`config.mk`:
```
export PLATFORM = sky130hd
export DESIGN_NAME = fem1_fmul
export DESIGN_NICKNAME = d
export VERILOG_FILES = /design/src/rtl/fem1_pkg.sv /design/src/rtl/fem1_fmul.sv
export SDC_FILE = /design/constraint.sdc
export NUM_CORES = 2
export LEC_CHECK = 0
export BUFFER_PORTS_ARGS = -buffer_cell sky130_fd_sc_hd__buf_2
export CORE_MARGIN = 2
export CORE_UTILIZATION = 60
export CTS_BUF_LIST = sky130_fd_sc_hd__clkbuf_4
export CTS_CLUSTER_DIAMETER = 150
export DETAILED_ROUTE_END_ITERATION = 6
export GPL_TIMING_DRIVEN = 0
export PLACE_DENSITY = 0.85
export SLEW_MARGIN = 20
export SYNTH_ARGS = -nofsm -noshare
export SYNTH_HDL_FRONTEND = slang
export SYNTH_SLANG_ARGS = --single-unit
export TNS_END_PERCENT = 100
```
`constraint.sdc`:
```
create_clock -name clock -period 15.2 [get_ports clock]
set_input_delay 2.28 -clock clock [delete_from_list [all_inputs] [get_ports clock]]
set_output_delay 2.28 -clock clock [all_outputs]
set_load 0.01 [all_outputs]
```
`src/rtl/fem1_pkg.sv`:
```
package fem1_pkg;

   // Transaction payloads
   typedef struct packed {
      logic [31:0] x_bits;
      logic        last_in;
   } req_type;

   typedef struct packed {
      logic [31:0] y_bits;
      logic        last_out;
   } rsp_type;

   // Pipeline depths of the float units and of the whole datapath
   localparam int MUL_LAT   = 3;
   localparam int ADD_LAT   = 4;
   localparam int TOTAL_LAT = 5 * MUL_LAT + 7 * ADD_LAT;

   // Single-precision constants
   localparam logic [31:0] MAGIC_BIAS = 32'h4940_0000;
   localparam logic [31:0] NEG_MAGIC  = 32'hC940_0000;
   localparam logic [31:0] LOG2E      = 32'h3FB8_AA3B;
   localparam logic [31:0] MLN2_HI    = 32'hBF31_7200;
   localparam logic [31:0] MLN2_LO    = 32'hB5BF_BE8E;
   localparam logic [31:0] C3         = 32'h3E2A_AB0E;
   localparam logic [31:0] C2         = 32'h3F00_00F6;
   localparam logic [31:0] NEG_ONE    = 32'hBF80_0000;
   localparam logic [31:0] CANON_NAN  = 32'h7FC0_0000;
   localparam logic [30:0] CUTOFF_MAG = 31'h418A_A123;
   localparam logic [30:0] INF_MAG    = 31'h7F80_0000;
   localparam int          EXP_SHIFT  = 19;

   // exp2(k/16) as single precision, less k << 19
   function automatic logic [31:0] exp2_tbl(input logic [3:0] k);
      logic [31:0] v;
      case (k)
         4'd0:    v = 32'h3F80_0000;
         4'd1:    v = 32'h3F7D_AAC3;
         4'd2:    v = 32'h3F7B_95C2;
         4'd3:    v = 32'h3F79_C3D3;
         4'd4:    v = 32'h3F78_37F0;
         4'd5:    v = 32'h3F76_F532;
         4'd6:    v = 32'h3F75_FED7;
         4'd7:    v = 32'h3F75_583F;
         4'd8:    v = 32'h3F75_04F3;
         4'd9:    v = 32'h3F75_08A4;
         4'd10:   v = 32'h3F75_672A;
         4'd11:   v = 32'h3F76_248C;
         4'd12:   v = 32'h3F77_44FD;
         4'd13:   v = 32'h3F78_CCDF;
         4'd14:   v = 32'h3F7A_C0C7;
         default: v = 32'h3F7D_257D;
      endcase
      return v;
   endfunction

   // Leading zero count of a 24-bit mantissa
   function automatic logic [4:0] lzc24(input logic [23:0] v);
      logic [4:0] n;
      logic       done;
      n    = 5'd0;
      done = 1'b0;
      for (int i = 23; i >= 0; i--) begin
         if (!done) begin
            if (v[i]) done = 1'b1;
            else      n = n + 5'd1;
         end
      end
      return n;
   endfunction

   // Leading zero count of a 27-bit sum
   function automatic logic [4:0] lzc27(input logic [26:0] v);
      logic [4:0] n;
      logic       done;
      n    = 5'd0;
      done = 1'b0;
      for (int i = 26; i >= 0; i--) begin
         if (!done) begin
            if (v[i]) done = 1'b1;
            else      n = n + 5'd1;
         end
      end
      return n;
   endfunction

endpackage

```
`src/rtl/fem1_fmul.sv`:
```
module fem1_fmul (
   input  logic        clock,
   input  logic [31:0] a,
   input  logic [31:0] b,
   output logic [31:0] y
);

   // Stage 1: unpack, classify, normalize subnormal mantissas
   logic              a_zero, a_inf, a_nan, b_zero, b_inf, b_nan;
   logic              sign_in, spec_in;
   logic [31:0]       specval_in;
   logic [4:0]        lz_a, lz_b;
   logic [23:0]       ma_in, mb_in;
   logic signed [9:0] ea_in, eb_in;

   always_comb begin
      a_zero  = (a[30:23] == 8'd0) && (a[22:0] == 23'd0);
      b_zero  = (b[30:23] == 8'd0) && (b[22:0] == 23'd0);
      a_inf   = (a[30:23] == 8'hFF) && (a[22:0] == 23'd0);
      b_inf   = (b[30:23] == 8'hFF) && (b[22:0] == 23'd0);
      a_nan   = (a[30:23] == 8'hFF) && (a[22:0] != 23'd0);
      b_nan   = (b[30:23] == 8'hFF) && (b[22:0] != 23'd0);
      sign_in = a[31] ^ b[31];
      spec_in = a_nan | b_nan | a_inf | b_inf | a_zero | b_zero;
      if (a_nan || b_nan || (a_inf && b_zero) || (b_inf && a_zero))
         specval_in = fem1_pkg::CANON_NAN;
      else if (a_inf || b_inf)
         specval_in = {sign_in, 8'hFF, 23'd0};
      else
         specval_in = {sign_in, 31'd0};
      lz_a = fem1_pkg::lzc24({1'b0, a[22:0]});
      lz_b = fem1_pkg::lzc24({1'b0, b[22:0]});
      if (a[30:23] != 8'd0) begin
         ma_in = {1'b1, a[22:0]};
         ea_in = signed'({2'b00, a[30:23]});
      end else begin
         ma_in = {1'b0, a[22:0]} << lz_a;
         ea_in = 10'sd1 - signed'({5'd0, lz_a});
      end
      if (b[30:23] != 8'd0) begin
         mb_in = {1'b1, b[22:0]};
         eb_in = signed'({2'b00, b[30:23]});
      end else begin
         mb_in = {1'b0, b[22:0]} << lz_b;
         eb_in = 10'sd1 - signed'({5'd0, lz_b});
      end
   end

   logic              s1_sign_ff, s1_spec_ff;
   logic [31:0]       s1_specval_ff;
   logic [23:0]       s1_ma_ff, s1_mb_ff;
   logic signed [9:0] s1_ea_ff, s1_eb_ff;

   always_ff @(posedge clock) begin
      s1_sign_ff    <= sign_in;
      s1_spec_ff    <= spec_in;
      s1_specval_ff <= specval_in;
      s1_ma_ff      <= ma_in;
      s1_mb_ff      <= mb_in;
      s1_ea_ff      <= ea_in;
      s1_eb_ff      <= eb_in;
   end

   // Stage 2: mantissa product and exponent sum
   logic [47:0]        s2_prod_ff;
   logic signed [10:0] s2_exp_ff;
   logic               s2_sign_ff, s2_spec_ff;
   logic [31:0]        s2_specval_ff;

   always_ff @(posedge clock) begin
      s2_prod_ff    <= s1_ma_ff * s1_mb_ff;
      s2_exp_ff     <= 11'(s1_ea_ff) + 11'(s1_eb_ff) - 11'sd127;
      s2_sign_ff    <= s1_sign_ff;
      s2_spec_ff    <= s1_spec_ff;
      s2_specval_ff <= s1_specval_ff;
   end

   // Stage 3: normalize, denormalize on underflow, round to nearest even
   logic [47:0]        m, ms, mask;
   logic signed [10:0] e_norm, sh_full;
   logic [7:0]         sh;
   logic [23:0]        keep;
   logic               g, st, inc;
   logic [30:0]        base;
   logic [31:0]        res;

   always_comb begin
      m       = s2_prod_ff[47] ? s2_prod_ff : {s2_prod_ff[46:0], 1'b0};
      e_norm  = s2_exp_ff + 11'(s2_prod_ff[47]);
      sh_full = 11'sd1 - e_norm;
      sh      = sh_full[7:0];
      mask    = ~({48{1'b1}} << sh);
      ms      = m >> sh;
      if (e_norm >= 11'sd1) begin
         keep = m[47:24];
         g    = m[23];
         st   = |m[22:0];
         base = {e_norm[7:0] - 8'd1, 23'd0} + {7'd0, keep};
      end else begin
         keep = ms[47:24];
         g    = ms[23];
         st   = (|ms[22:0]) | (|(m & mask));
         base = {7'd0, keep};
      end
      inc = g & (st | base[0]);
      if (e_norm >= 11'sd255)
         res = {s2_sign_ff, 8'hFF, 23'd0};
      else
         res = {s2_sign_ff, base + 31'(inc)};
   end

   logic [31:0] y_ff;

   always_ff @(posedge clock) begin
      y_ff <= s2_spec_ff ? s2_specval_ff : res;
   end

   assign y = y_ff;

endmodule

```
; Yosys cells after proc, flatten, opt, wreduce, memory -nomap -nowiden
; Cells that the tools add are included.
[op_classes]
n_eq_ne = 2
mux = 187
multipliers = 1
n_bitwise = 11
magnitude_cmp = 2
n_shift = 4
n_reduce_logical = 23
div_mod_pow = 0
addsub = 53
[ops]
columns = op, n
row1 = $mux W5, 88
row2 = $add A5 B1 Y5 const B, 44
row3 = $mux W31, 3
row4 = $mux W1, 88
row5 = $and A48 B48 Y48, 1
row6 = $mul A24 B24 Y48, 1
row7 = $mux W48, 1
row8 = $not A48 Y48, 1
row9 = $reduce_or A48 Y1, 1
row10 = $shl A23 B5 Y24, 2
row11 = $shl A48 B8 Y48 const A, 1
row12 = $shr A48 B8 Y48, 1
row13 = $logic_not A23 Y1, 2
row14 = $mux W23, 2
row15 = $reduce_bool A23 Y1, 2
row16 = $reduce_or A23 Y1, 2
row17 = $mux W32, 1
row18 = $add A31 B1 Y31, 1
row19 = $add A31 B24 Y31, 1
row20 = $eq A8 B8 Y1 const B, 2
row21 = $logic_not A8 Y1, 2
row22 = $mux W8, 2
row23 = $reduce_bool A8 Y1, 2
row24 = $sub A1 B5 Y6 const A, 2
row25 = 13 further kinds, 30
[word_totals]
word_cells = 300
memories = 0
in_bits = 65
latch_bits = 0
romBits = 0
mem_bits_rw = 0
ff_bits = 225

; Depth between registers and ports, before layout
[logic_depth]
depth_word = 69
depth_mapped = 71
ltp_nobuf = 69

; Worst setup path before layout
; No wires, ideal clock.
[synth_timing]
kind = input to register
from = input port b[19]
to = register s1_eb_ff[5]
path_stages = 67
n_path_buf = 2
path_slack_ns = 0.465
arrival_ns = 14.612
path_cell_list = buf_6 > nor2b_1 > o21ai_0 > ha_1 > nand2_1 > a21oi_1 > ha_1 > a21o_1 > ha_1 > mux2i_1 > o21bai_1 > ha_1 > mux2_2 > ha_1 > mux2i_1 > nand2_1 > a31o_2 > ha_1 > [... 31 more ...] > nor2_1 > nor2_1 > ha_1 > mux2i_1 > a21oi_1 > ha_1 > nand2_1 > a32oi_1 > ha_1 > nand2b_1 > xnor2_1 > nor4_1 > xnor2_1 > inv_2 > buf_1 > ha_1 > a31oi_1 > or2_2
[synth_via]
elab_chain_len = 61
[synth_lines]
columns = element, line_no
row1 = "start, declared", fem1_fmul.sv:4  ; input logic [31:0] b,
row2 = $mux W5, fem1_pkg.sv:65  ; if (v[i]) done = 1'b1;
row3 = $mux W5, fem1_pkg.sv:64  ; if (!done) begin
row4 = $add A5 B1 Y5, fem1_pkg.sv:66  ; else n = n + 5'd1;
row5 = $mux W5, fem1_pkg.sv:65
row6 = $mux W5, fem1_pkg.sv:64
row7 = $add A5 B1 Y5, fem1_pkg.sv:66
row8 = $mux W5, fem1_pkg.sv:65
row9 = $mux W5, fem1_pkg.sv:64
row10 = [... 46 more ...], n/a
row11 = $mux W5, fem1_pkg.sv:65
row12 = $mux W5, fem1_pkg.sv:64
row13 = $add A5 B1 Y5, fem1_pkg.sv:66
row14 = $mux W5, fem1_pkg.sv:65
row15 = $mux W5 (*), fem1_pkg.sv:64
row16 = $sub A1 B5 Y6 (*), fem1_fmul.sv:45  ; eb_in = 10'sd1 - signed'({5'd0, lz_b});
row17 = $mux W8 (*), fem1_fmul.sv:40  ; if (b[30:23] != 8'd0) begin
row18 = named net eb_in[5], fem1_fmul.sv:14  ; logic signed [9:0] ea_in, eb_in;
row19 = "end signal, assigned", fem1_fmul.sv:61  ; s1_eb_ff <= eb_in;
row20 = "end, declared", fem1_fmul.sv:52  ; logic signed [9:0] s1_ea_ff, s1_eb_ff;
; The timed path passes the listed nets; every way through them passes the cells marked *.
; A chain may end at the register's enable or synchronous reset.

; Worst setup path after layout
[layout_timing]
from = input port b[21]
to = register s1_mb_ff[20]
[layout_via]
elab_chain_len = 67
[layout_lines]
columns = element, line_no
row1 = $mux W5, fem1_pkg.sv:65
row2 = $mux W5, fem1_pkg.sv:64
row3 = $add A5 B1 Y5, fem1_pkg.sv:66
row4 = $mux W5, fem1_pkg.sv:65
row5 = $mux W5, fem1_pkg.sv:64
row6 = $add A5 B1 Y5, fem1_pkg.sv:66
row7 = $mux W5, fem1_pkg.sv:65
row8 = $mux W5, fem1_pkg.sv:64
row9 = [... 52 more ...], n/a
row10 = $mux W5, fem1_pkg.sv:65
row11 = $mux W5, fem1_pkg.sv:64
row12 = $add A5 B1 Y5, fem1_pkg.sv:66
row13 = $mux W5, fem1_pkg.sv:65
row14 = $mux W5, fem1_pkg.sv:64
row15 = $shl A23 B5 Y24 (*), fem1_fmul.sv:44  ; mb_in = {1'b0, b[22:0]} << lz_b;
row16 = $mux W23 (*), fem1_fmul.sv:40
row17 = named net mb_in[20], fem1_fmul.sv:13  ; logic [23:0] ma_in, mb_in;
row18 = "end signal, assigned", fem1_fmul.sv:59  ; s1_mb_ff <= mb_in;
row19 = "end, declared", fem1_fmul.sv:51  ; logic [23:0] s1_ma_ff, s1_mb_ff;
; Marks and branches as above.

==> summary.md <==
| Metric | Value |
|---|---|
| Status | `finished with violations` |
| Failing checks | `DRC` |
| Via density | `6.21` |
| Main flop type after synthesis | `dfxtp_1` |
| Seq/Total Area, Yosys | `0.0963` |
| Yosys reg bits | `167` |
| Synthesized area per cell | `8.33 sq um` |
| WL final | `115000 microns` |
| Drt drc | `7` |
| Area of the multi-input gates | `28600 sq um` |
| Iter 0 DRT Violations | `3329` |
| Worst min path class | `flop to flop` |
| Max-cap violations | `0` |
| Hold Crit Depth | `0` |
| Clock sink total | `167` |
| Netlist Area Pre-Place | `34700 sq um` |
| Gpl congestion | `1.03` |
| Asr flop ratio synth | `0` |
| Num ports | `97` |
| CTS H-Tree Depth | `4` |
| Synth top area share | `0.279` |
| PortBufs | `82` |
| Slowest cell delay on critical path | `0.33 ns` |
| Grt ovf | `0` |
| Final worst setup slack | `0.468 ns` |
| Die Y | `245 microns` |
| Vias after detailed routing | `31400` |
| Cell mode on critical path | `ha_1` |
| Final period utilization | `0.969` |
| Pre-antenna DRT Iters | `7` |
| Filler cells | `4967` |
| Clock skew | `0.0235 ns` |
| WP data required | `15.71 ns` |
| Least-Margin Pin Slew | `1.25 ns` |
| Initial antenna violation count | `4` |
| Synth area leader | `fa_1` |
| Max Root-Sink Buffers | `2` |
| Hold EP | `s2_specval_ff[31]` |
| Root buffer cell | `clkbuf_4` |
| Initial Util | `0.604` |
| Hold Vio Cnt, Final | `0` |
| Post-layout min period | `14.73 ns` |
| Worst slew margin | `0.157` |
| Fmax achieved | `67.9 MHz` |
| CTS Buf Count | `17` |
| # setup viols final | `0` |
| Syn. warnings | `0` |
| Synth Net Count | `4948` |
| Most common cell in the netlist | `nand2_1` |
| First-pass GRT wire length | `177000 microns` |
| Final HPWL DP | `93300 microns` |
| Hold_sp | `s1_specval_ff[31]` |
| DRT antenna net count | `0` |
| Storage element area | `3340 sq um` |
| Worst slack, placed | `-1.24 ns` |
| Core area | `57500 sq um` |
| Synth area leaders | `fa_1 (28%), dfxtp_1 (9.6%), ha_1 (8.4%)` |
| Slowest cell on crit path | `nor3_4` |
| RR Endpoint | `s2_prod_ff[47]` |
| Clock Latency Late Sink | `0.63 ns` |
| Worst-path fanout max | `10` |
| Die Width | `245 microns` |
| Vias in the first global route | `31300` |
| Synthesized instance count | `4166` |
| Area grow syn2layout | `5.86%` |
| Layout Nets | `5061` |
| Layout cell share with drive strength beyond 1 | `0.0715` |
| Crit end category | `flop` |
| Avg WL per Cell | `22.8 microns` |
| Crit Path Category | `primary input to flop` |
| Full die area | `59800 sq um` |
| Worst r2r src | `s1_mb_ff[4]` |
| Largest net degree at the start of global routing | `20` |
| Reg2Reg Depth | `27` |
| FP Rows | `88` |
| R2R Setup Slk | `5.66 ns` |
| Post-synthesis cell type count | `101` |
| Post-synth top cells | `nand2_1 (622), inv_1 (548), fa_1 (483)` |
| Max-slew violation count | `0` |
| GRT Total Usage | `0.384` |
| CTS clock-pin slew for the worst setup and hold paths | `0.16 ns` |
| CP startpoint kind | `primary input` |
| CTS tree | `yes` |
| Post-synth EDFFs | `0` |
| Worst path arrival time | `15.24 ns` |
==> registers in the layout, indices dropped and copies added (netlist names), 3 cells and up <==
| name | cells |
|---|---|
| s1_ea_ff | 9 |
| s1_eb_ff | 9 |
| s1_ma_ff | 24 |
| s1_mb_ff | 24 |
| s1_specval_ff | 3 |
| s2_exp_ff | 11 |
| s2_prod_ff | 48 |
| s2_specval_ff | 3 |
| y | 32 |
==> worst max path at each step <==
stage / from / to / slack (ns) / depth (start not counted)
after floorplan: b[19] / s1_eb_ff[5] / 0.46 / 67
after global placement: b[22] / s1_eb_ff[6] / -0.94 / 65
after detailed placement: b[18] / s1_eb_ff[7] / -1.24 / 65
after CTS: b[21] / s1_mb_ff[20] / 0.04 / 69
after global routing: b[20] / s1_mb_ff[20] / -0.15 / 69
final: b[21] / s1_mb_ff[20] / 0.47 / 67
==> per-stage QoR <==
| step | hold WS (ns) | std cells | setup TNS, ns | utilization | area, sq um |
|---|---|---|---|---|---|
| after detailed placement | 0.312 | 5013 | -29.22 | 0.628 | 36100 |
| after global routing | 0.338 | 5059 | -1.34 | 0.639 | 36700 |
| after floorplan | 0.310 | 4166 | 0 | - | 34700 |
| after global placement | 0.310 | 5013 | -20.84 | 0.628 | 36100 |
| after CTS | 0.345 | 5051 | 0 | 0.635 | 36500 |
| final | 0.345 | 5059 | 0 | 0.639 | 36700 |
==> cells in the final DEF, fill, tap and decap left out, drive strengths merged, types with 21 or more instances in the layout <==
cell type    n
a21o        44
inv        558
xnor2      131
nor2b       47
a31oi       24
nor4        31
mux2i      194
a21oi      167
nor2       201
mux2        50
clkbuf     200
nand2b      29
fa         483
buf        136
o211ai      22
nand2      622
or3         22
and3        21
xor2        54
nand4       27
o21ai      108
dfxtp      167
and2       233
a211oi      22
o22ai       26
ha         234
nor3        80
nand3       72
==> per-layer routing <==
metal	wire, microns	part of all wire	track usage	vias up
met1	44600	0.39	0.491	15300
met2	50600	0.44	0.602	1791
met4	6450	0.056	0.179	4
met3	13400	0.12	0.109	440
met5	82	0.00071	0	-
li1	-	-	-	13900
==> kinds of logic after synthesis <==
family	share of synthesized area
AOI/OAI and AO/OA	0.109
muxes	0.0837
xor gates and xnor gates	0.0567
adders and majority gates	0.366
buffers and inverters	0.0859
and+or+nand+nor	0.203
DFF	0.0963
==> final cells by class <==
| class | count | share of cell area |
|---|---|---|
| multi-input cells | 3220 | 0.779 |
| flip-flops and latches | 167 | 0.0910 |
| inverters | 554 | 0.0566 |
| well taps | 765 | 0.0260 |
| plain buffers | 225 | 0.0251 |
| repair buffers | 94 | 0.0140 |
| clock inverters | 15 | 0.00477 |
| clock buffers | 17 | 0.00347 |
| diodes | 2 | 0.000136 |
==> repair_timing <==
item                                    CTS  global route
hold buffers                              0             0
setup buffers                             5             6
endpoints found under the setup margin   29            32
resized for setup                        22            35
cloned                                    1             0
pin swaps                                 2            14
==> critical path, delay by kind of cell <==
kind,cells,cell delay [ns]
XOR/XNOR,1,0.30
buffers and inverters,4,0.61
AND/OR/NAND/NOR,16,1.89
adder cells (fa/ha/maj),18,5.09
AO/OA/AOI/OAI,16,2.52
multiplexers,12,2.51
Power is not shown: default switching activity piles up to over one toggle a cycle in this logic, so the estimate is an artifact.
