`config.mk`:
```
export PLATFORM = sky130hd
export DESIGN_NAME = fem1_fadd
export DESIGN_NICKNAME = d
export VERILOG_FILES = /design/src/rtl/fem1_pkg.sv /design/src/rtl/fem1_fadd.sv
export SDC_FILE = /design/constraint.sdc
export NUM_CORES = 1
export LEC_CHECK = 0
export BUFFER_PORTS_ARGS = -buffer_cell sky130_fd_sc_hd__buf_2
export CAP_MARGIN = 20
export CORE_ASPECT_RATIO = 0.5
export CORE_MARGIN = 2
export CORE_UTILIZATION = 45
export CTS_CLUSTER_DIAMETER = 60
export CTS_CLUSTER_SIZE = 12
export DETAILED_ROUTE_END_ITERATION = 12
export GPL_TIMING_DRIVEN = 0
export SLEW_MARGIN = 10
export SYNTH_ARGS = -nofsm -noshare
export SYNTH_HDL_FRONTEND = slang
export SYNTH_SLANG_ARGS = --single-unit
```
`constraint.sdc`:
```
create_clock -name clock -period 24.3 [get_ports clock]
set_input_delay 0 -clock clock [delete_from_list [all_inputs] [get_ports clock]]
set_output_delay 0 -clock clock [all_outputs]
set_load 0.005 [all_outputs]
```
`src/rtl/fem1_pkg.sv`:
```
package fem1_pkg;

   // Transaction payloads
   typedef struct packed {
      logic [31:0] x_bits;
      logic        last_in;
   } req_type;

   typedef struct packed {
      logic [31:0] y_bits;
      logic        last_out;
   } rsp_type;

   // Pipeline depths of the float units and of the whole datapath
   localparam int MUL_LAT   = 3;
   localparam int ADD_LAT   = 4;
   localparam int TOTAL_LAT = 5 * MUL_LAT + 7 * ADD_LAT;

   // Single-precision constants
   localparam logic [31:0] MAGIC_BIAS = 32'h4940_0000;
   localparam logic [31:0] NEG_MAGIC  = 32'hC940_0000;
   localparam logic [31:0] LOG2E      = 32'h3FB8_AA3B;
   localparam logic [31:0] MLN2_HI    = 32'hBF31_7200;
   localparam logic [31:0] MLN2_LO    = 32'hB5BF_BE8E;
   localparam logic [31:0] C3         = 32'h3E2A_AB0E;
   localparam logic [31:0] C2         = 32'h3F00_00F6;
   localparam logic [31:0] NEG_ONE    = 32'hBF80_0000;
   localparam logic [31:0] CANON_NAN  = 32'h7FC0_0000;
   localparam logic [30:0] CUTOFF_MAG = 31'h418A_A123;
   localparam logic [30:0] INF_MAG    = 31'h7F80_0000;
   localparam int          EXP_SHIFT  = 19;

   // exp2(k/16) as single precision, less k << 19
   function automatic logic [31:0] exp2_tbl(input logic [3:0] k);
      logic [31:0] v;
      case (k)
         4'd0:    v = 32'h3F80_0000;
         4'd1:    v = 32'h3F7D_AAC3;
         4'd2:    v = 32'h3F7B_95C2;
         4'd3:    v = 32'h3F79_C3D3;
         4'd4:    v = 32'h3F78_37F0;
         4'd5:    v = 32'h3F76_F532;
         4'd6:    v = 32'h3F75_FED7;
         4'd7:    v = 32'h3F75_583F;
         4'd8:    v = 32'h3F75_04F3;
         4'd9:    v = 32'h3F75_08A4;
         4'd10:   v = 32'h3F75_672A;
         4'd11:   v = 32'h3F76_248C;
         4'd12:   v = 32'h3F77_44FD;
         4'd13:   v = 32'h3F78_CCDF;
         4'd14:   v = 32'h3F7A_C0C7;
         default: v = 32'h3F7D_257D;
      endcase
      return v;
   endfunction

   // Leading zero count of a 24-bit mantissa
   function automatic logic [4:0] lzc24(input logic [23:0] v);
      logic [4:0] n;
      logic       done;
      n    = 5'd0;
      done = 1'b0;
      for (int i = 23; i >= 0; i--) begin
         if (!done) begin
            if (v[i]) done = 1'b1;
            else      n = n + 5'd1;
         end
      end
      return n;
   endfunction

   // Leading zero count of a 27-bit sum
   function automatic logic [4:0] lzc27(input logic [26:0] v);
      logic [4:0] n;
      logic       done;
      n    = 5'd0;
      done = 1'b0;
      for (int i = 26; i >= 0; i--) begin
         if (!done) begin
            if (v[i]) done = 1'b1;
            else      n = n + 5'd1;
         end
      end
      return n;
   endfunction

endpackage

```
`src/rtl/fem1_fadd.sv`:
```
module fem1_fadd (
   input  logic        clock,
   input  logic [31:0] a,
   input  logic [31:0] b,
   output logic [31:0] y
);

   // Stage 1: classify, order by magnitude, align the smaller operand
   logic        a_inf, a_nan, b_inf, b_nan, swap, spec_in;
   logic [31:0] specval_in, big, sml;
   logic [7:0]  be, se, diff;
   logic [26:0] big_in, sml27, sml_sh, sml_mask, sml_in;

   always_comb begin
      a_inf   = (a[30:23] == 8'hFF) && (a[22:0] == 23'd0);
      b_inf   = (b[30:23] == 8'hFF) && (b[22:0] == 23'd0);
      a_nan   = (a[30:23] == 8'hFF) && (a[22:0] != 23'd0);
      b_nan   = (b[30:23] == 8'hFF) && (b[22:0] != 23'd0);
      spec_in = a_nan | b_nan | a_inf | b_inf;
      if (a_nan || b_nan || (a_inf && b_inf && (a[31] != b[31])))
         specval_in = fem1_pkg::CANON_NAN;
      else if (a_inf)
         specval_in = {a[31], 8'hFF, 23'd0};
      else
         specval_in = {b[31], 8'hFF, 23'd0};
      swap     = b[30:0] > a[30:0];
      big      = swap ? b : a;
      sml      = swap ? a : b;
      be       = (big[30:23] == 8'd0) ? 8'd1 : big[30:23];
      se       = (sml[30:23] == 8'd0) ? 8'd1 : sml[30:23];
      diff     = be - se;
      big_in   = {big[30:23] != 8'd0, big[22:0], 3'b000};
      sml27    = {sml[30:23] != 8'd0, sml[22:0], 3'b000};
      sml_sh   = sml27 >> diff;
      sml_mask = ~({27{1'b1}} << diff);
      sml_in   = {sml_sh[26:1], sml_sh[0] | (|(sml27 & sml_mask))};
   end

   logic        s1_sign_ff, s1_sub_ff, s1_zsign_ff, s1_spec_ff;
   logic [31:0] s1_specval_ff;
   logic [7:0]  s1_exp_ff;
   logic [26:0] s1_big_ff, s1_sml_ff;

   always_ff @(posedge clock) begin
      s1_sign_ff    <= big[31];
      s1_sub_ff     <= big[31] ^ sml[31];
      s1_zsign_ff   <= a[31] & b[31];
      s1_spec_ff    <= spec_in;
      s1_specval_ff <= specval_in;
      s1_exp_ff     <= be;
      s1_big_ff     <= big_in;
      s1_sml_ff     <= sml_in;
   end

   // Stage 2: add or subtract the aligned mantissas
   logic [27:0] s2_sum_ff;
   logic [7:0]  s2_exp_ff;
   logic        s2_sign_ff, s2_zsign_ff, s2_spec_ff;
   logic [31:0] s2_specval_ff;

   always_ff @(posedge clock) begin
      if (s1_sub_ff)
         s2_sum_ff <= {1'b0, s1_big_ff} - {1'b0, s1_sml_ff};
      else
         s2_sum_ff <= {1'b0, s1_big_ff} + {1'b0, s1_sml_ff};
      s2_exp_ff     <= s1_exp_ff;
      s2_sign_ff    <= s1_sign_ff;
      s2_zsign_ff   <= s1_zsign_ff;
      s2_spec_ff    <= s1_spec_ff;
      s2_specval_ff <= s1_specval_ff;
   end

   // Stage 3: normalize, stopping at the smallest exponent
   logic [4:0]  lz, nsh;
   logic [7:0]  max_sh;
   logic [26:0] norm_in;
   logic [8:0]  e_in;

   always_comb begin
      lz     = fem1_pkg::lzc27(s2_sum_ff[26:0]);
      max_sh = s2_exp_ff - 8'd1;
      nsh    = ({3'd0, lz} < max_sh) ? lz : max_sh[4:0];
      if (s2_sum_ff[27]) begin
         norm_in = {s2_sum_ff[27:2], s2_sum_ff[1] | s2_sum_ff[0]};
         e_in    = {1'b0, s2_exp_ff} + 9'd1;
      end else begin
         norm_in = s2_sum_ff[26:0] << nsh;
         e_in    = {1'b0, s2_exp_ff} - {4'd0, nsh};
      end
   end

   logic [26:0] s3_norm_ff;
   logic [8:0]  s3_exp_ff;
   logic        s3_sign_ff, s3_zero_ff, s3_zsign_ff, s3_spec_ff;
   logic [31:0] s3_specval_ff;

   always_ff @(posedge clock) begin
      s3_norm_ff    <= norm_in;
      s3_exp_ff     <= e_in;
      s3_sign_ff    <= s2_sign_ff;
      s3_zero_ff    <= (s2_sum_ff == 28'd0);
      s3_zsign_ff   <= s2_zsign_ff;
      s3_spec_ff    <= s2_spec_ff;
      s3_specval_ff <= s2_specval_ff;
   end

   // Stage 4: round to nearest even and pack
   logic [30:0] base;
   logic        inc;
   logic [31:0] res;

   always_comb begin
      base = {s3_exp_ff[7:0] - 8'd1, 23'd0} + {7'd0, s3_norm_ff[26:3]};
      inc  = s3_norm_ff[2] & ((|s3_norm_ff[1:0]) | base[0]);
      if (s3_spec_ff)
         res = s3_specval_ff;
      else if (s3_zero_ff)
         res = {s3_zsign_ff, 31'd0};
      else if (s3_exp_ff == 9'd255)
         res = {s3_sign_ff, 8'hFF, 23'd0};
      else
         res = {s3_sign_ff, base + 31'(inc)};
   end

   logic [31:0] y_ff;

   always_ff @(posedge clock) begin
      y_ff <= res;
   end

   assign y = y_ff;

endmodule

```
After elaboration in Yosys (flattened, before gate mapping):

Cells that the tools add are included.

* register bits after elaboration: 270
* latch bits: 0
* memory bits (writable): 0
* ROM bits: 0
* bits of input ports: 65
* logic and storage cells: 213
* memories: 0

* $add $sub $neg: 35
* multiply operators: 0
* div/mod/pow operators: 0
* magnitude comparators: 2
* equal/unequal tests: 4
* shifts and indexed selects: 3
* mux-type cells: 116
* bitwise logic cells: 11
* reduce and logical (&&, ||, !) cells: 19

Operators by type and width (number)
* 5-bit 2-to-1 mux: 53
* 32-bit 2-to-1 mux: 5
* 5-bit by 1-bit adder with 5-bit output (second input constant): 26
* 1-bit 2-to-1 mux: 52
* 23-bit logical NOT: 2
* 23-bit nonzero test: 2
* 31-bit by 1-bit adder with 31-bit output: 1
* 31-bit by 24-bit adder with 31-bit output: 1
* 31-bit > comparator: 1
* 31-bit 2-to-1 mux: 1
* 27-bit by 27-bit adder with 28-bit output: 1
* 28-bit logical NOT: 1
* 28-bit 2-to-1 mux: 1
* 27-bit by 27-bit subtractor with 28-bit output: 1
* 27-bit AND: 1
* 27-bit inverter: 1
* 27-bit OR reduction: 1
* 27-bit by 5-bit << shifter with 27-bit output: 1
* 27-bit by 8-bit << shifter with 27-bit output (first input constant): 1
* 27-bit by 8-bit >> shifter with 27-bit output: 1
* 26-bit 2-to-1 mux: 1
* 8-bit == test (second input constant): 2
* 8-bit logical NOT: 2
* 8-bit 2-to-1 mux: 2
* 15 further kinds: 29

Depth between registers and ports, before layout:

Gate-level depths: netlist (run 1).

* word-level depth: 83
* mapped depth: 115
* gate-level depth less buffers: 112

Least setup slack after synthesis (run 1):

Ideal clock, no wire load.

* path type: register to register
* from: register s2_sum_ff[25]
* to: register s3_exp_ff[8]
* setup time: 72 ps
* data arrival time: 20260 ps
* required time: 24228 ps
* setup slack: 3968 ps
* stages on the path, launching flop included: 115
* path buffers: 3
* cell sequence: dfxtp_1 inv_1 nor2_1 ha_1 o21a_1 ha_1 mux2_2 o21a_1 ha_1 nand2_1 nand2_1 ha_1 mux2_2 ha_1 nor3_1 o21ai_0 ha_1 nor2b_1 (+79 left out) a21boi_0 inv_1 a31oi_2 mux2i_2 buf_4 buf_2 inv_1 ha_1 nor2b_1 fa_1 a21oi_1 nor2_1 nor2_1 o21bai_1 a21oi_1 o21bai_1 a21oi_1 xnor2_1

* word-level cells in the longest chain between the ends: 81
* elaborated cells on any way between the ends: 107
* classes of those cells: add/sub (26); order compare (1); mux (80)

Ends and longest elaborated chain
* start: declaration: line fem1_fadd.sv:56 `logic [27:0] s2_sum_ff;`
* start signal: assignment: line fem1_fadd.sv:63 `s2_sum_ff <= {1'b0, s1_big_ff} - {1'b0, s1_sml_ff};`
* start signal: assignment: line fem1_fadd.sv:65 `s2_sum_ff <= {1'b0, s1_big_ff} + {1'b0, s1_sml_ff};`
* 5-bit 2-to-1 mux: line fem1_pkg.sv:80 `if (v[i]) done = 1'b1;`
* 5-bit 2-to-1 mux: line fem1_pkg.sv:79 `if (!done) begin`
* 5-bit by 1-bit adder with 5-bit output: line fem1_pkg.sv:81 `else n = n + 5'd1;`
* 5-bit 2-to-1 mux: line fem1_pkg.sv:80
* 5-bit 2-to-1 mux: line fem1_pkg.sv:79
* 5-bit by 1-bit adder with 5-bit output: line fem1_pkg.sv:81
* 5-bit 2-to-1 mux: line fem1_pkg.sv:80
* 5-bit 2-to-1 mux: line fem1_pkg.sv:79
* (+66 left out)
* 5-bit by 1-bit adder with 5-bit output: line fem1_pkg.sv:81
* 5-bit 2-to-1 mux: line fem1_pkg.sv:80
* 5-bit 2-to-1 mux (*): line fem1_pkg.sv:79
* 5-bit by 8-bit less-than comparator with 1-bit output: line fem1_fadd.sv:82 `nsh = ({3'd0, lz} < max_sh) ? lz : max_sh[4:0];`
* 5-bit 2-to-1 mux (*): line fem1_fadd.sv:82
* 8-bit by 5-bit subtractor with 9-bit output (*): line fem1_fadd.sv:88 `e_in = {1'b0, s2_exp_ff} - {4'd0, nsh};`
* 9-bit 2-to-1 mux (*): line fem1_fadd.sv:83 `if (s2_sum_ff[27]) begin`
* named net e_in[8]: line fem1_fadd.sv:77 `logic [8:0] e_in;`
* end signal: assignment: line fem1_fadd.sv:99 `s3_exp_ff <= e_in;`
* end: declaration: line fem1_fadd.sv:93 `logic [8:0] s3_exp_ff;`

The timed path passes the listed nets; every way through them passes the cells marked *.
A chain may end at the register's enable or synchronous reset.

Final worst setup path (run 1):

Ends and elaborated chain as after synthesis.

==> results of run 1 <==
[state kept, by name (all words and copies together) (netlist names)]
signal         flops
s1_sub_ff          1
s1_specval_ff      2
s1_big_ff         24
s3_norm_ff        27
s3_zsign_ff        1
s1_sign_ff         1
s2_spec_ff         1
s3_zero_ff         1
s2_sign_ff         1
s3_sign_ff         1
s2_exp_ff          8
s1_exp_ff          8
s1_spec_ff         1
s1_sml_ff         27
s2_zsign_ff        1
s3_specval_ff      2
s1_zsign_ff        1
s2_specval_ff      2
s2_sum_ff         28
s3_spec_ff         1
y                 32
s3_exp_ff          9
[how the worst max path moves through the flow]
| stage | from | end | slack (ns) | cells after the start |
|---|---|---|---|---|
| 6_report | s2_sum_ff[25]$_DFF_P_ | s3_exp_ff[8]$_DFF_P_ | 1.93 | 115 |
| 2_1_floorplan | s2_sum_ff[25]$_DFF_P_ | s3_exp_ff[8]$_DFF_P_ | 3.97 | 114 |
| 4_1_cts | s2_sum_ff[25]$_DFF_P_ | s3_exp_ff[8]$_DFF_P_ | 0.97 | 114 |
| 3_3_place_gp | s2_sum_ff[25]$_DFF_P_ | s3_exp_ff[8]$_DFF_P_ | 1.26 | 114 |
| 5_1_grt | s2_sum_ff[25]$_DFF_P_ | s3_exp_ff[7]$_DFF_P_ | 0.12 | 114 |
| 3_5_place_dp | s2_sum_ff[25]$_DFF_P_ | s3_exp_ff[8]$_DFF_P_ | 1.08 | 114 |
[synth_stat cells, types with 9 or more instances]
cell / instances / area [µm²]
a211oi_1: 26 / 195
and3_1: 14 / 87.6
nand3_1: 52 / 260
nand2b_1: 22 / 138
a21o_1: 21 / 158
o21bai_1: 22 / 165
mux2_2: 25 / 282
o221ai_1: 9 / 78.8
xor2_1: 46 / 403
and2_1: 11 / 68.8
or3_1: 16 / 100
a31oi_1: 34 / 213
clkbuf_1: 65 / 244
ha_1: 133 / 1660
o21ai_0: 134 / 671
nor3_1: 80 / 400
buf_2: 9 / 45.0
nor4_1: 26 / 163
inv_1: 129 / 484
a21oi_1: 121 / 606
o21a_1: 16 / 120
nand2_1: 217 / 815
o2111ai_1: 14 / 123
nand4_1: 34 / 213
xnor2_1: 81 / 709
nor2b_1: 36 / 225
o31ai_1: 17 / 128
buf_1: 13 / 48.8
mux2i_1: 140 / 1400
o211ai_1: 12 / 90.1
nor2_1: 217 / 815
dfxtp_1: 180 / 3600
[worst max-delay path: cells and delay by family (launching register included)]
kind | cells | cell delay [ns]
and+or+nand+nor | 27 | 2.98
AOI/OAI and AO/OA | 35 | 6.00
adders and majority gates | 28 | 8.34
muxes | 10 | 2.24
xor gates and xnor gates | 3 | 0.44
buffers and inverters | 12 | 1.73
DFF | 1 | 0.51
[layout make-up]
| cell class | instances | share of cell area, % |
|---|---|---|
| repair buffers | 154 | 5.50 |
| plain buffers | 102 | 2.66 |
| multi-input cells | 1759 | 63.9 |
| clock inverters | 13 | 0.892 |
| well taps | 484 | 3.18 |
| inverters | 135 | 2.68 |
| clock buffers | 19 | 2.32 |
| flip-flops and latches | 180 | 18.9 |
[per-layer routing]
layer	track usage [%]	wire (µm)
met5	0	0
met4	6.98	1170
met2	41.4	22300
met3	4.84	4080
met1	39.0	25900
[timing repair]
item | CTS | global route
resized for setup | 0 | 5
setup endpoints to repair | 0 | 24
hold endpoints to repair | 28 | 0
hold buffers | 49 | 0
setup buffers | 0 | 8
[power by group through the flow]
stage                     sequential, mW  combinational (mW)  clock, mW
after detailed placement           0.500                1.18          0
after global routing               0.506                1.35      0.307
after global placement             0.497                1.19          0
after floorplan                    0.472               0.871          0
final                              0.495                1.23      0.286
after CTS                          0.494                1.20      0.293
[per-stage QoR]
step                std cells  setup slack (ns)  utilization (%)  hold slack, ns
global route             2846             0.119             52.5        0.000449
global placement         2756              1.26             49.1           0.261
finish                   2846              1.93             52.5         0.00908
floorplan                2176              3.97                -           0.109
CTS                      2837             0.966             52.2         0.00926
detailed placement       2756              1.08             49.1           0.265
[cell families (layout without fill, tap and decap cells)]
kind of cell	Yosys count	in the layout	synth area share (%)
and+or+nand+nor	792	792	23.1
AOI/OAI and AO/OA	518	518	20.2
buffers and inverters	237	423	6.06
DFF	180	180	21.5
muxes	167	167	10.2
adders and majority gates	141	141	10.6
xor gates and xnor gates	141	141	8.31
==> impl_metrics.toml, run 1 <==
[die]
fp.dieArea_um2 = 38900
core_area_um2 = 36400
rows = 49
die_h_um = 141
die_w_um = 277
initial_core_util_pct = 46.2
pin_count = 97

[layout]
area_growth_pct = 13.7
drive_gt1_share_pct = 10.8
final_cell_mix = "217 x nand2_1, 216 x nor2_1, 180 x dfxtp_1"
diodes = 0
final_common_cell = "nand2_1"
multi_input_area_um2 = 12200
final_cell_area_um2 = 19100
fin_nets = 2550
n_fill_cell = 3580
regArea_um2 = 3600

[route]
ant_nets = 0
drtPass1Iterations = 6
vias = 16600
drt_iter0_drc = 1241
via_per_inst = 5.83
routed_wl_um = 53400
wire_per_inst_um = 18.8
post-route-drc-count = 0

[logic_synthesis]
ys_seq_area_share_pct = 21.5
synth_cell_types = 121
synthCells = 2176
yosys_warnings = 0
synth-edff-count = 0
syn-cell-area_um2 = 16800
synthFlopType = "dfxtp_1"
avgSynthCellArea_um2 = 7.71
syn-num-nets = 2377
async_flop_share_pct = 0
ys_ff_latch = 180

[clocking]
clk_latency_ns = 0.44
clk_path_buf_depth = 2
cts_max_level = 4
clk_pin_slew_worst_paths_ns = 0.07
root_buffer = "clkbuf_16"
cts_made_buffers = 17
tritoncts = "built"
cts.sinks = 180

[power_and_ir_drop]
cellPowerDensity_nw_per_um2 = 105
power_frac_comb_pct = 61.1
p_leak_nw = 7.94
p_int_mw = 1.05
p_switching_mw = 0.955
switching_share_pct = 47.5
pwr-share-clk_pct = 14.3
p_total_mw = 2.01
irDropWorstVdd_mv = 0.0673
seqPwrFrac_pct = 24.6

[sta]
relSlewSlack_pct = 29.3
rsz0062_at_grt = "false"
finalSetupViolCount = 0
worst_pin_slew_ns = 1.05
tns_ns = 0
period_share_pct = 92.0
fin_worst_skew_ns = 0.00917
hold_violations = 0
period_minus_slack_ns = 22.37
slew_violations = 0
timing.fmax_ghz = 0.0447

[grt]
antenna_found_initial = 1
grt_max_degree = 17
grt_overflow = 0
grt_pass1_wl_um = 84500
first_global_vias = 15500
grt_usage_pct = 27.1

[worst_setup_path]
crit_arrival_ns = 22.74
critPathKind = "reg -> reg"
ff2ff_setup_slack_ns = 1.93
cp_max_fo = 10
r2r_cells = 115
startpoint_type = "flop"
cp-end-kind = "flop"
crit_slowest_cell = "dfxtp_1"
r2r-end = "s3_exp_ff[8]$_DFF_P_"
cp_data_required_time_ns = 24.67
cpPeakStageDelay_ns = 0.51
rr_startpoint = "s2_sum_ff[25]$_DFF_P_"
path_common_cell = "ha_1"

[placement]
dp_hpwl_um = 42900
port_buffers = 96
placed_cell_area_um2 = 17900
gp_congestion = 0.999

[worst_hold_path]
hp-start = "a[13]"
hold_class = "in -> reg"
whs_path_depth = 3
hold-path-endpoint = "s1_big_ff[16]$_DFF_P_"

[outcome]
outcome = "finished, final reports clean"

[job]
drv_cap = 0
No activity file was read; power rests on OpenSTA's default activity.
==> run 2: changes to the inputs <==
==> constraint.sdc (replaced) <==
create_clock -name clock -period 24.3 [get_ports clock]
set_input_delay 4.86 -clock clock [delete_from_list [all_inputs] [get_ports clock]]
set_output_delay 4.86 -clock clock [all_outputs]
set_load 0.005 [all_outputs]
==> run 2 against run 1 <==
Net effect: clock skew grew 0.0015 ns; first-iteration DRC count shrank 0.81%; hold slack gained 0.31 ns; register-to-register slack gained 0.03 ns; sequential cell count is the same; utilization shrank 1.3 points; final cell count shrank 1.7%; die area is the same; via count shrank 1.1%; non-clock buffer count shrank 49; count of clock-buffer cells in the layout is the same; critical endpoint unchanged; largest power group unchanged; highest routed layer unchanged.
==> impl_metrics.toml, run 2 (same netlist as run 1, synthesis figures left out) <==
[power_and_ir_drop]
irDropWorstVdd_mv = 0.0672
power_frac_comb_pct = 60.9
pwr-share-clk_pct = 14.3
switching_share_pct = 47.7
p_leak_nw = 7.73
p_total_mw = 2.00
seqPwrFrac_pct = 24.7
cellPowerDensity_nw_per_um2 = 108
p_int_mw = 1.05
p_switching_mw = 0.954

[route]
post-route-drc-count = 0
via_per_inst = 5.86
drt_iter0_drc = 1231
vias = 16400
drtPass1Iterations = 6
wire_per_inst_um = 18.9
routed_wl_um = 52900
ant_nets = 0

[placement]
port_buffers = 96
dp_hpwl_um = 42900
dp.cells = 2756
placed_cell_area_um2 = 17900
post-place-ws_ns = 1.08
gp_congestion = 0.999

[clocking]
cts_max_level = 4
clk_pin_slew_worst_paths_ns = 0.07
clk_path_buf_depth = 2
clk_latency_ns = 0.44
cts.sinks = 180
cts_made_buffers = 17
root_buffer = "clkbuf_16"
tritoncts = "built"

[sta]
fin_worst_skew_ns = 0.0106
period_minus_slack_ns = 22.34
tns_ns = 0
hold_violations = 0
rsz0062_at_grt = "false"
whs_ns = 0.321
period_share_pct = 91.9
worst_pin_slew_ns = 1.01
relSlewSlack_pct = 32.1
slew_violations = 0
setup_slack_ns = 1.96
finalSetupViolCount = 0
timing.fmax_ghz = 0.0448

[die]
die_w_um = 277
core_area_um2 = 36400
rows = 49
initial_core_util_pct = 46.2
pin_count = 97
die_h_um = 141
fp.dieArea_um2 = 38900

[worst_setup_path]
cpPeakStageDelay_ns = 0.51
cp_max_fo = 10
cp_data_required_time_ns = 24.67
critPathKind = "reg -> reg"
startpoint_type = "flop"
crit_arrival_ns = 22.71
cp-end-kind = "flop"
crit_slowest_cell = "dfxtp_1"
path_common_cell = "ha_1"

[layout]
final_cell_mix = "217 x nand2_1, 216 x nor2_1, 180 x dfxtp_1"
final_cell_area_um2 = 18600
drive_gt1_share_pct = 11.1
largest_register_ffs = 32
final_common_cell = "nand2_1"
area_growth_pct = 10.7
instances_no_fill = 2798
fin_nets = 2501
fin_util_pct = 51.1

[grt]
first_global_vias = 15200
grt_usage_pct = 26.8
antenna_found_initial = 2
grt_overflow = 0
grt_max_degree = 17
grt_pass1_wl_um = 83600

[outcome]
outcome = "finished, final reports clean"

[job]
drv_cap = 0

[worst_hold_path]
hold_class = "reg -> reg"
## run 2: changes by cell type in the layout (fill, tap and decap cells not counted)
cell / change
dlygate4sd3_1: -49
diode_2: +1
## run 2: what timing repair did
action / in CTS / in global routing
endpoints found under the setup margin: 0 / 24
resized for setup: 0 / 5
hold buffers: 0 / 0
setup buffers: 0 / 8
## run 2: critical path, delay by kind of cell (launching register included)
kind                       cells  cell delay, ns
DFF                            1            0.51
buffers and inverters         12            1.73
and+or+nand+nor               27            2.97
adders and majority gates     28            8.29
muxes                         10            2.17
AOI/OAI and AO/OA             35            6.07
xor gates and xnor gates       3            0.44
## run 2: worst paths after layout
kind | startpoint | to | slack, ns | cells after the start
worst min-delay path | s2_sign_ff$_DFF_P_ | s3_sign_ff$_DFF_P_ | 0.32 | 0
worst max-delay path | s2_sum_ff[25]$_DFF_P_ | s3_exp_ff[8]$_DFF_P_ | 1.96 | 115
worst min register to register | s2_sign_ff$_DFF_P_ | s3_sign_ff$_DFF_P_ | 0.32 | 0
worst max register to register | s2_sum_ff[25]$_DFF_P_ | s3_exp_ff[8]$_DFF_P_ | 1.96 | 115
## run 2: final cells by class
type,instances,area [µm²]
Sequential cell,180,3600
Fill cell,3615,17800
Inverter,135,510
Tap cell,484,606
Antenna cell,1,2.50
Clock inverter,13,170
Buffer,102,507
Timing Repair Buffer,105,558
Multi-Input combinational cell,1759,12200
Clock buffer,19,443
## run 2: power groups by stage
stage                     clock network (mW)  registers [mW]  logic [mW]
final                                  0.286           0.495        1.22
after global routing                   0.306           0.506        1.34
after CTS                              0.293           0.494        1.19
after detailed placement                   0           0.500        1.18
after global placement                     0           0.497        1.19
after floorplan                            0           0.472       0.871
## run 2: per-layer routing
layer,GRT usage [%],part of all wire [%]
met1,39.0,49
met2,40.8,42
met3,4.64,7.7
met4,6.66,1.9
met5,0,0
==> run 3: changes to the inputs <==
- GPL_ROUTABILITY_DRIVEN: default -> 0
- PLACE_DENSITY: default -> 0.64
==> run 3 against run 2 <==
Net effect: die area did not move; sequential power barely moved; wire length fell by 5.0%; fmax fell by 1.5%; register-to-register slack got worse by 0.34 ns; count of clock-buffer cells in the layout rose by 1; final cell count fell by 0.18%; cell area fell by 0.34%; non-clock buffer count fell by 5; clock power fell by 3%; power fell by 1.1%; critical path type unchanged.
==> impl_metrics.toml, run 3 (same netlist as run 1, synthesis figures left out) <==
[outcome]
outcome = "finished, final reports clean"

[route]
drt_iter0_drc = 1617
via_per_inst = 5.87
wire_per_inst_um = 18.0
ant_nets = 0
routed_wl_um = 50300
vias = 16400
post-route-drc-count = 0
drtPass1Iterations = 7

[clocking]
cts_max_level = 4
clk_pin_slew_worst_paths_ns = 0.07
tritoncts = "built"
cts.sinks = 180
clk_path_buf_depth = 2
cts_made_buffers = 17
root_buffer = "clkbuf_16"
clk_latency_ns = 0.43

[grt]
grtUsageMet2_pct = 39.1
grt.met1_usage_pct = 35.9
grt_usage_pct = 25.5
first_global_vias = 15100
gr-usage-met3_pct = 5.70
antenna_found_initial = 1
grt_overflow = 0
grt_max_degree = 18
grt_pass1_wl_um = 80500
top_usage_layer = "met2"

[power_and_ir_drop]
irDropWorstVdd_mv = 0.0676
cellPowerDensity_nw_per_um2 = 107
p_leak_nw = 7.69
p_total_mw = 1.98

[sta]
whs_ns = 0.326
hold_violations = 0
slew_violations = 0
tns_ns = 0
relSlewSlack_pct = 29.5
rsz0062_at_grt = "false"
finalSetupViolCount = 0
fin_worst_skew_ns = 0.0104
period_share_pct = 93.3
timing.fmax_ghz = 0.0441
worst_pin_slew_ns = 1.05
period_minus_slack_ns = 22.68

[layout]
instances_no_fill = 2793
drive_gt1_share_pct = 10.8
fin_nets = 2496
area_growth_pct = 10.4
final_cell_area_um2 = 18500
final_cell_mix = "217 x nor2_1, 217 x nand2_1, 180 x dfxtp_1"
n_fill_cell = 3593
largest_register_ffs = 32

[die]
fp.dieArea_um2 = 38900
core_area_um2 = 36400
rows = 49
die_h_um = 141
initial_core_util_pct = 46.2
pin_count = 97
die_w_um = 277

[worst_hold_path]
hp-start = "s1_specval_ff[22]$_SDFF_PP1_"
hold_class = "reg -> reg"

[worst_setup_path]
path_common_cell = "ha_1"
crit_path_start = "s2_sum_ff[25]$_DFF_P_"
cp_data_required_time_ns = 24.66
startpoint_type = "flop"
crit_slowest_cell = "mux2i_4"
crit_arrival_ns = 23.04
cp-end-kind = "flop"
critPathKind = "reg -> reg"
cpPeakStageDelay_ns = 0.53
cp_max_fo = 10
rr_startpoint = "s2_sum_ff[25]$_DFF_P_"

[job]
drv_cap = 0

[placement]
port_buffers = 96
dp_hpwl_um = 40800
dp.cells = 2756
placed_cell_area_um2 = 17900
-- run 3: cell types whose count changed in the layout (fill, tap and decap cells not counted), sizes merged --
cell,previous run,this run
inv,136,138
buf,136,131
clkbuf,89,90
bufinv,3,1
clkinv,8,7
-- run 3: worst paths after layout --
path         slack [ns]                        end  depth (start not counted)
max reg2reg        1.62       s3_exp_ff[8]$_DFF_P_                        114
max                1.62       s3_exp_ff[8]$_DFF_P_                        114
min                0.33  s2_specval_ff[22]$_DFF_P_                          0
min reg2reg        0.33  s2_specval_ff[22]$_DFF_P_                          0
-- run 3: where the power goes --
group	internal (mW)	leakage (nW)	switching (mW)	total [mW]
clock	0.153	0.295	0.123	0.276
combinational	0.470	5.89	0.738	1.21
sequential	0.408	1.51	0.0844	0.493
total	1.03	7.69	0.946	1.98
-- run 3: final cells by class --
class	count	area (µm²)	area share [%]
well taps	484	606	3.27
repair buffers	100	510	2.76
clock buffers	20	467	2.52
multi-input cells	1759	12200	65.8
plain buffers	102	507	2.74
inverters	135	510	2.76
clock inverters	12	138	0.743
flip-flops and latches	180	3600	19.5
diodes	1	2.50	0.0135
-- run 3: per-stage QoR --
stage / setup WS, ns / utilization, %
2_1_floorplan: 3.97 / -
3_3_place_gp: 1.50 / 49.1
3_5_place_dp: 1.16 / 49.1
4_1_cts: 1.07 / 50.8
5_1_grt: 0.00293 / 50.9
6_report: 1.62 / 50.9
-- run 3: timing repair --
item,CTS,global route
setup endpoints to repair,0,7
resized for setup,0,2
setup buffers,0,4
hold buffers,0,0
-- run 3: routing by layer --
metal | wire (µm) | share of wire [%] | vias to the layer above
met2 | 21100 | 42 | 610
met5 | 0 | 0 | -
li1 | - | - | 8049
met3 | 4100 | 8.2 | 98
met4 | 1170 | 2.3 | 0
met1 | 23900 | 48 | 7648
-- run 3: critical path, delay by kind of cell (launching register included) --
family	cells	cell delay, ns
AOI/OAI and AO/OA	36	6.68
xor gates and xnor gates	3	0.45
adders and majority gates	27	8.03
buffers and inverters	11	1.68
DFF	1	0.50
muxes	10	2.28
and+or+nand+nor	27	2.94
